==> src/rtl/core/nqsa_pkg.sv <==
// Shared constants for the GF(2^m) syndrome accumulator.
package nqsa_pkg;

    // Field size m and the derived GF(2^m) constants.
    localparam int GF_BITS  = 4;
    localparam int GF_SIZE  = 1 << GF_BITS;
    localparam int GF_ORDER = GF_SIZE - 1;
    localparam int SUM_W    = GF_BITS + 1;

    // Stream payload widths.
    localparam int S_TDATA_W = 24;
    localparam int M_TDATA_W = 8;

    // Operation codes carried in s_tuser.
    localparam logic OP_LOAD = 1'b0;
    localparam logic OP_TERM = 1'b1;

endpackage

==> src/rtl/core/nonbinary_quantum_syndrome_accumulator.sv <==
// Top level of the GF(2^m) symplectic syndrome accumulator.
//
// The block takes one beat per cycle on the slave stream: a load beat writes one
// entry of the antilog table, and a term beat forms stabX*errZ + stabZ*errX for
// one check-row entry in the log domain, looks both products up in the table and
// XORs them into the row accumulator. A term beat with tlast set delivers the
// row's syndrome on the master stream and clears the accumulator. Each beat passes
// the term stage (the log-domain adds and the two table reads, from a 16-entry
// memory with two registered read ports), then the accumulate stage, which hands a
// finished row to the master side's own output register. The block accepts one beat
// every cycle except while a finished row waits behind an unaccepted syndrome, which
// stalls the input. The table has no reset and must be loaded before use, entry 0
// with the zero polynomial.
module nonbinary_quantum_syndrome_accumulator (
    input  logic                           aclk,
    input  logic                           aresetn,
    input  logic                           s_tvalid,
    output logic                           s_tready,
    // s_tdata from bit 0 up: table_index[3:0], table_word[7:4],
    // stab_code[15:8], error_code[23:16].
    input  logic [nqsa_pkg::S_TDATA_W-1:0] s_tdata,
    // s_tuser: op[0].
    input  logic                           s_tuser,
    input  logic                           s_tlast,
    output logic                           m_tvalid,
    input  logic                           m_tready,
    // m_tdata from bit 0 up: syndrome[3:0], zero fill above.
    output logic [nqsa_pkg::M_TDATA_W-1:0] m_tdata
);

    localparam int GB = nqsa_pkg::GF_BITS;

    // Log-domain product of two log codes; zero if either factor is zero.
    function automatic logic [nqsa_pkg::GF_BITS-1:0] log_mul(
        input logic [nqsa_pkg::GF_BITS-1:0] a,
        input logic [nqsa_pkg::GF_BITS-1:0] b
    );
        logic [nqsa_pkg::SUM_W-1:0] s;
        logic [nqsa_pkg::SUM_W-1:0] r;
        s = {1'b0, a} + {1'b0, b} - nqsa_pkg::SUM_W'(1);
        if (s > nqsa_pkg::SUM_W'(nqsa_pkg::GF_ORDER)) begin
            r = s - nqsa_pkg::SUM_W'(nqsa_pkg::GF_ORDER);
        end else begin
            r = s;
        end
        if (a == '0 || b == '0) begin
            log_mul = '0;
        end else begin
            log_mul = r[nqsa_pkg::GF_BITS-1:0];
        end
    endfunction

    // Input field unpacking.
    logic          op;
    logic [GB-1:0] table_index;
    logic [GB-1:0] table_word;
    logic [GB-1:0] sx, sz, ex, ez;
    logic [GB-1:0] pa, pb;
    logic          err_nonzero;
    logic          accept;
    logic          advance;

    assign op          = s_tuser;
    assign table_index = s_tdata[GB-1:0];
    assign table_word  = s_tdata[4+GB-1:4];
    assign sx          = s_tdata[8+2*GB-1:8+GB];
    assign sz          = s_tdata[8+GB-1:8];
    assign ex          = s_tdata[16+2*GB-1:16+GB];
    assign ez          = s_tdata[16+GB-1:16];
    assign err_nonzero = (ex != '0) || (ez != '0);
    assign pa          = log_mul(sx, ez);
    assign pb          = log_mul(sz, ex);

    // Stage and output registers.
    logic          v1_reg, v1_next;
    logic          active1_reg;
    logic          last1_reg;
    logic [GB-1:0] rda_reg, rdb_reg;
    logic [GB-1:0] acc_reg, acc_next;
    logic [GB-1:0] acc_sum;
    logic          m_valid_reg, m_valid_next;
    logic [GB-1:0] syn_reg;

    logic [GB-1:0] antilog_mem [nqsa_pkg::GF_SIZE];

    // The term stage moves on unless it holds a finished row that cannot be handed over.
    assign advance  = !v1_reg || !last1_reg || !m_valid_reg || m_tready;
    assign s_tready = advance;
    assign accept   = s_tvalid && s_tready;

    // Antilog table: one write port, two registered read ports.
    always_ff @(posedge aclk) begin
        if (accept && op == nqsa_pkg::OP_LOAD) begin
            antilog_mem[table_index] <= table_word;
        end
        if (accept && op == nqsa_pkg::OP_TERM) begin
            rda_reg <= antilog_mem[pa];
            rdb_reg <= antilog_mem[pb];
        end
    end

    // Term side information held alongside the read data.
    always_ff @(posedge aclk) begin
        if (accept) begin
            active1_reg <= err_nonzero;
            last1_reg   <= s_tlast;
        end
    end

    // Accumulate and hand finished rows to the output register.
    always_comb begin
        acc_sum      = active1_reg ? (acc_reg ^ rda_reg ^ rdb_reg) : acc_reg;
        acc_next     = acc_reg;
        v1_next      = v1_reg;
        m_valid_next = m_valid_reg;
        if (m_tready) begin
            m_valid_next = 1'b0;
        end
        if (v1_reg && advance) begin
            acc_next = last1_reg ? '0 : acc_sum;
            if (last1_reg) begin
                m_valid_next = 1'b1;
            end
        end
        if (advance) begin
            v1_next = accept && (op == nqsa_pkg::OP_TERM);
        end
    end

    always_ff @(posedge aclk) begin
        if (!aresetn) begin
            v1_reg      <= 1'b0;
            acc_reg     <= '0;
            m_valid_reg <= 1'b0;
        end else begin
            v1_reg      <= v1_next;
            acc_reg     <= acc_next;
            m_valid_reg <= m_valid_next;
        end
    end

    always_ff @(posedge aclk) begin
        if (v1_reg && advance && last1_reg) begin
            syn_reg <= acc_sum;
        end
    end

    assign m_tvalid = m_valid_reg;
    assign m_tdata  = {{(nqsa_pkg::M_TDATA_W - GB){1'b0}}, syn_reg};

    // A last term beat reaches the accumulate stage in the next cycle.
    a_last_enters: assert property (@(posedge aclk) disable iff (!aresetn)
        (accept && op == nqsa_pkg::OP_TERM && s_tlast) |=> (v1_reg && last1_reg))
        else $error("last term beat did not enter the accumulate stage");

    // A finished row blocked behind an unaccepted syndrome stalls the input.
    a_stall: assert property (@(posedge aclk) disable iff (!aresetn)
        (v1_reg && last1_reg && m_valid_reg && !m_tready) |-> !s_tready)
        else $error("input accepted while a finished row was blocked");

    // Retiring a row leaves the accumulator clear.
    a_clear: assert property (@(posedge aclk) disable iff (!aresetn)
        (v1_reg && last1_reg && advance) |=> (acc_reg == '0))
        else $error("accumulator not cleared after a row");

    // A syndrome only appears after a last term left the accumulate stage.
    a_source: assert property (@(posedge aclk) disable iff (!aresetn)
        $rose(m_valid_reg) |-> $past(v1_reg && last1_reg))
        else $error("syndrome emitted without a finished row");

endmodule

==> config.mk <==
export PLATFORM = sky130hd
export DESIGN_NAME = nonbinary_quantum_syndrome_accumulator
export DESIGN_NICKNAME = d
export VERILOG_FILES = /design/src/rtl/core/nqsa_pkg.sv /design/src/rtl/core/nonbinary_quantum_syndrome_accumulator.sv
export SDC_FILE = /design/constraint.sdc
export NUM_CORES = 1
export LEC_CHECK = 0
export BUFFER_PORTS_ARGS = -buffer_cell sky130_fd_sc_hd__buf_2
export CAP_MARGIN = 20
export CORE_MARGIN = 5
export CORE_UTILIZATION = 45
export CTS_CLUSTER_DIAMETER = 200
export DETAILED_ROUTE_END_ITERATION = 6
export PLACE_DENSITY_LB_ADDON = 0.2
export SYNTH_ARGS = -nofsm -noshare
export SYNTH_HDL_FRONTEND = slang
export SYNTH_SLANG_ARGS = --single-unit
==> constraint.sdc <==
create_clock -name aclk -period 6 [get_ports aclk]
set_clock_uncertainty 0.2 [all_clocks]
set_input_delay 1.2 -clock aclk [delete_from_list [all_inputs] [get_ports aclk]]
set_output_delay 1.2 -clock aclk [all_outputs]
set_load 0.05 [all_outputs]
==> flow_summary.html <==
<table>
<tr><th>Metric</th><th>Value</th></tr>
<tr><th colspan="2">Status</th></tr>
<tr><td>Run status</td><td>complete, no violations</td></tr>
<tr><th colspan="2">Power and ir drop</th></tr>
<tr><td>Power density of the placed cells</td><td>305 mW/mm²</td></tr>
<tr><td>Leakage dissipation</td><td>2.21 nW</td></tr>
<tr><td>Power consumption</td><td>1.64 mW</td></tr>
<tr><td>VDD IR max</td><td>0.180 mV</td></tr>
<tr><th colspan="2">Clock tree</th></tr>
<tr><td>TritonCTS clock tree</td><td>yes</td></tr>
<tr><td>Skew-Pair Late Insertion Delay</td><td>0.36 ns</td></tr>
<tr><td>Post-CTS Resized</td><td>0</td></tr>
<tr><td>Reg clk slew, reported paths</td><td>0.10 ns</td></tr>
<tr><td>CTS root buffer</td><td>sky130_fd_sc_hd__clkbuf_8</td></tr>
<tr><td>Number of buffers created by CTS</td><td>9</td></tr>
<tr><td># clock sinks</td><td>84</td></tr>
<tr><td>Maximum root-to-sink buffer count</td><td>2</td></tr>
<tr><td>CTS Hold Bufs</td><td>0</td></tr>
<tr><td>Count of buffers added by post-CTS timing repair for setup</td><td>0</td></tr>
<tr><td>Maximum level of the CTS H-tree</td><td>3</td></tr>
<tr><th colspan="2">Global route</th></tr>
<tr><td>Global router's overall resource usage</td><td>0.166</td></tr>
<tr><td>Maximum number of pins on one net before global-route repair</td><td>33</td></tr>
<tr><td>Total congestion overflow after global routing</td><td>0</td></tr>
<tr><td>Initial antenna violation count</td><td>0</td></tr>
<tr><td>Vias in the first global route</td><td>3142</td></tr>
<tr><td>First-pass GRT wire length</td><td>16600 µm</td></tr>
<tr><th colspan="2">Drt</th></tr>
<tr><td>Number of violations reported at the end of detailed-routing iteration 0</td><td>208</td></tr>
<tr><td>Count of antenna-violating nets left after detailed routing</td><td>0</td></tr>
<tr><td>Mean number of vias per cell</td><td>5.35</td></tr>
<tr><td>Total length of routed wires</td><td>10200 µm</td></tr>
<tr><td>First-pass DRT Iterations</td><td>4</td></tr>
<tr><td># DRC</td><td>0</td></tr>
<tr><td>Average wire per standard cell</td><td>17.9 µm</td></tr>
<tr><td>Total number of vias</td><td>3031</td></tr>
<tr><th colspan="2">Timing</th></tr>
<tr><td>RSZ-0062 raised after global routing</td><td>no</td></tr>
<tr><td>Number of endpoints failing setup at the final stage</td><td>0</td></tr>
<tr><td>Min Tclk post-route</td><td>4.24 ns</td></tr>
<tr><td>Final critical-path share of the clock period</td><td>0.707</td></tr>
<tr><td>Max-Slew Margin vs Limit</td><td>0.471</td></tr>
<tr><td>Final hold violations</td><td>0</td></tr>
<tr><td>Maximum operating frequency</td><td>0.236 GHz</td></tr>
<tr><td>Summed negative setup slack over all endpoints</td><td>0 ns</td></tr>
<tr><td>Least-Margin Pin Slew</td><td>0.787 ns</td></tr>
<tr><td>Number of slew-limit violations in the final report</td><td>0</td></tr>
<tr><td>Final critical-path setup slack</td><td>1.76 ns</td></tr>
<tr><th colspan="2">Place</th></tr>
<tr><td>Setup WS pre-CTS</td><td>1.35 ns</td></tr>
<tr><td>Input/output buffers</td><td>35</td></tr>
<tr><td>Final Wtd Congestion</td><td>0.773</td></tr>
<tr><td>HPWL reported at the end of detailed placement</td><td>7730 µm</td></tr>
<tr><th colspan="2">Logic synthesis</th></tr>
<tr><td>Number of instances in the synthesized netlist</td><td>382</td></tr>
<tr><td>Adder and majority gate portion of the synthesized area</td><td>0.0491</td></tr>
<tr><td>Number of distinct library cell variants in the gate-level netlist after synthesis</td><td>42</td></tr>
<tr><td>Count of warnings emitted by yosys</td><td>0</td></tr>
<tr><td>XOR/XNOR share of the synthesized area</td><td>0.0215</td></tr>
<tr><td>Complex-gate fraction of the synthesized area</td><td>0.0783</td></tr>
<tr><td>Syn Std Cell Area</td><td>0.00489 mm²</td></tr>
<tr><td>Sequential element share of the synthesized area</td><td>0.504</td></tr>
<tr><td>Async S/R FF share, synth</td><td>0</td></tr>
<tr><td>Number of enable flip-flop cells after synthesis</td><td>78</td></tr>
<tr><td>Combinational family with the most area after synthesis</td><td>multiplexers</td></tr>
<tr><td>Synth Register Bits</td><td>84</td></tr>
<tr><td>Post-synthesis mux area share</td><td>0.201</td></tr>
<tr><td>Leading area contributor after synthesis</td><td>sky130_fd_sc_hd__edfxtp_1</td></tr>
<tr><td>Top area cells in the synthesized netlist</td><td>sky130_fd_sc_hd__edfxtp_1 48%, sky130_fd_sc_hd__mux2i_1 20%, sky130_fd_sc_hd__ha_1 4.1%, sky130_fd_sc_hd__a22oi_1 3.1%, sky130_fd_sc_hd__dfxtp_1 2.5%</td></tr>
<tr><td>Basic-gate share of the synthesized area counting and, or, nand and nor cells</td><td>0.0952</td></tr>
<tr><td>Mapped Avg Cell Area</td><td>12.8 µm²</td></tr>
<tr><td>Fraction of post-synthesis cell area in the top cell type by area</td><td>0.479</td></tr>
<tr><td>Primary flip-flop cell chosen by synthesis mapping</td><td>sky130_fd_sc_hd__edfxtp_1</td></tr>
<tr><th colspan="2">Final layout</th></tr>
<tr><td>Flip-flop count of the largest register, all copies and words added</td><td>64</td></tr>
<tr><td>Most flops, register</td><td>antilog_mem</td></tr>
<tr><td>Share of final-layout standard cells stronger than drive strength 1</td><td>0.166</td></tr>
<tr><td>Area delta synth-&gt;final</td><td>9.75%</td></tr>
<tr><td>Total Nets Final</td><td>470</td></tr>
<tr><td>Antenna diode count</td><td>0</td></tr>
<tr><th colspan="2">Die</th></tr>
<tr><td>Starting density of the core</td><td>0.455</td></tr>
<tr><td>DIE AREA</td><td>0.0131 mm²</td></tr>
<tr><td>Die W</td><td>114 µm</td></tr>
<tr><td>Top-Level Pins</td><td>40</td></tr>
<tr><td>Core outline area</td><td>0.0107 mm²</td></tr>
<tr><td>Die height</td><td>114 µm</td></tr>
<tr><td>FP Rows</td><td>38</td></tr>
<tr><th colspan="2">Worst setup path</th></tr>
<tr><td>Largest stage delay on the critical path</td><td>0.55 ns</td></tr>
<tr><td>Arrival time of data at the critical path endpoint</td><td>4.17 ns</td></tr>
<tr><td>Critical path start-end classification</td><td>input pin to flop</td></tr>
<tr><td>Endpoint type of the worst setup path</td><td>flop</td></tr>
<tr><td>CP Buf/Inv Count</td><td>3</td></tr>
<tr><td>Data required time of the critical path</td><td>5.92 ns</td></tr>
<tr><td>Worst-path cell chain</td><td>buf_2, inv_1, ha_1, inv_1, ha_1, fa_1, nand3_1, o32ai_1, mux2i_1, nor2_4, mux2i_1, a22oi_1, nand2_1</td></tr>
<tr><td>Slowest stage cell, crit path</td><td>sky130_fd_sc_hd__fa_1</td></tr>
<tr><td>Cell family with the largest share of critical-path delay</td><td>adder cells</td></tr>
<tr><td>Startpoint kind of the worst setup timing path</td><td>input pin</td></tr>
<tr><td>Crit Path Max Fanout</td><td>16</td></tr>
<tr><th colspan="2">Job</th></tr>
<tr><td>Max-capacitance violation count</td><td>0</td></tr>
<tr><th colspan="2">Worst hold path</th></tr>
<tr><td>Hold Crit Class</td><td>flop to flop</td></tr>
</table>
## layout by cell type, fill, tap and decap left out, drive strengths merged, types with 6 or more instances in the layout
cell     n
a22oi   20
buf     38
clkbuf  10
dfxtp    6
edfxtp  78
ha      16
inv     35
mux2i   98
nand2   18
nand3    6
nor2    31
nor2b    6
nor3     9
xnor2    6
xor2     6
## Yosys cell counts (3+ instances only)
| cell type | number |
|---|---|
| sky130_fd_sc_hd__nor2b_1 | 6 |
| sky130_fd_sc_hd__nand3_1 | 6 |
| sky130_fd_sc_hd__edfxtp_1 | 78 |
| sky130_fd_sc_hd__nand2b_1 | 3 |
| sky130_fd_sc_hd__xnor2_1 | 6 |
| sky130_fd_sc_hd__buf_6 | 7 |
| sky130_fd_sc_hd__nor2_1 | 27 |
| sky130_fd_sc_hd__dfxtp_1 | 6 |
| sky130_fd_sc_hd__nand2_1 | 18 |
| sky130_fd_sc_hd__inv_1 | 32 |
| sky130_fd_sc_hd__mux2i_1 | 98 |
| sky130_fd_sc_hd__a22oi_1 | 20 |
| sky130_fd_sc_hd__ha_1 | 16 |
| sky130_fd_sc_hd__xor2_1 | 6 |
| sky130_fd_sc_hd__buf_4 | 4 |
| sky130_fd_sc_hd__nor3_1 | 7 |
## stage by stage
stage	area (µm²)	std cells	utilization	hold slack, ns
final	5370	567	0.499	0.367
after global routing	5370	567	0.499	0.398
after detailed placement	5140	551	0.479	0.348
after floorplan	4900	385	-	0.318
after global placement	5140	551	0.479	0.338
after CTS	5370	567	0.499	0.374
## worst paths after layout
check / startpoint / endpoint / slack (ns) / cells after the start
setup reg to reg: last1_reg / antilog_mem[12][2] / 3.64 / 5
hold reg to reg: v1_reg / m_tvalid / 0.37 / 2
setup / recovery: s_tdata[9] / rdb_reg[1] / 1.76 / 13
hold / removal: v1_reg / m_tvalid / 0.37 / 2
## worst reg2reg max path, cell delays in order (launching register included)
cell	delay, ns
sky130_fd_sc_hd__edfxtp_1	0.45
sky130_fd_sc_hd__nand3_1	0.19
sky130_fd_sc_hd__nand2_1	0.19
sky130_fd_sc_hd__nor2_1	0.18
sky130_fd_sc_hd__nand3_1	0.15
sky130_fd_sc_hd__nor3_1	0.63
## area by class of cell
type | instances | area, µm²
fill | 987 | 5380
sequential | 84 | 2460
multi-input combinational | 257 | 2190
timing repair buffer | 38 | 198
tap | 140 | 175
clock buffer | 10 | 128
inverter | 32 | 120
clock inverter | 6 | 93.8
## kinds of logic after synthesis
| family | after synthesis |
|---|---|
| other cells | 1 |
| fa+ha+maj | 18 |
| flops | 84 |
| simple gates | 85 |
| compound gates | 40 |
| buf+inv | 44 |
| xor+xnor | 12 |
| mux | 98 |
## routing by layer
metal	track usage	share of wire	routed length (µm)
met1	0.230	0.47	4830
met2	0.265	0.47	4730
met3	0.0312	0.047	482
met4	0.0499	0.013	129
met5	0	0	0
## report_power, final
| group | internal (mW) | switching [mW] | total [mW] |
|---|---|---|---|
| Combinational | 0.211 | 0.293 | 0.504 |
| Clock | 0.239 | 0.216 | 0.455 |
| Sequential | 0.670 | 0.00905 | 0.679 |
| Total | 1.12 | 0.518 | 1.64 |
Power figures use the tool's default switching activity.
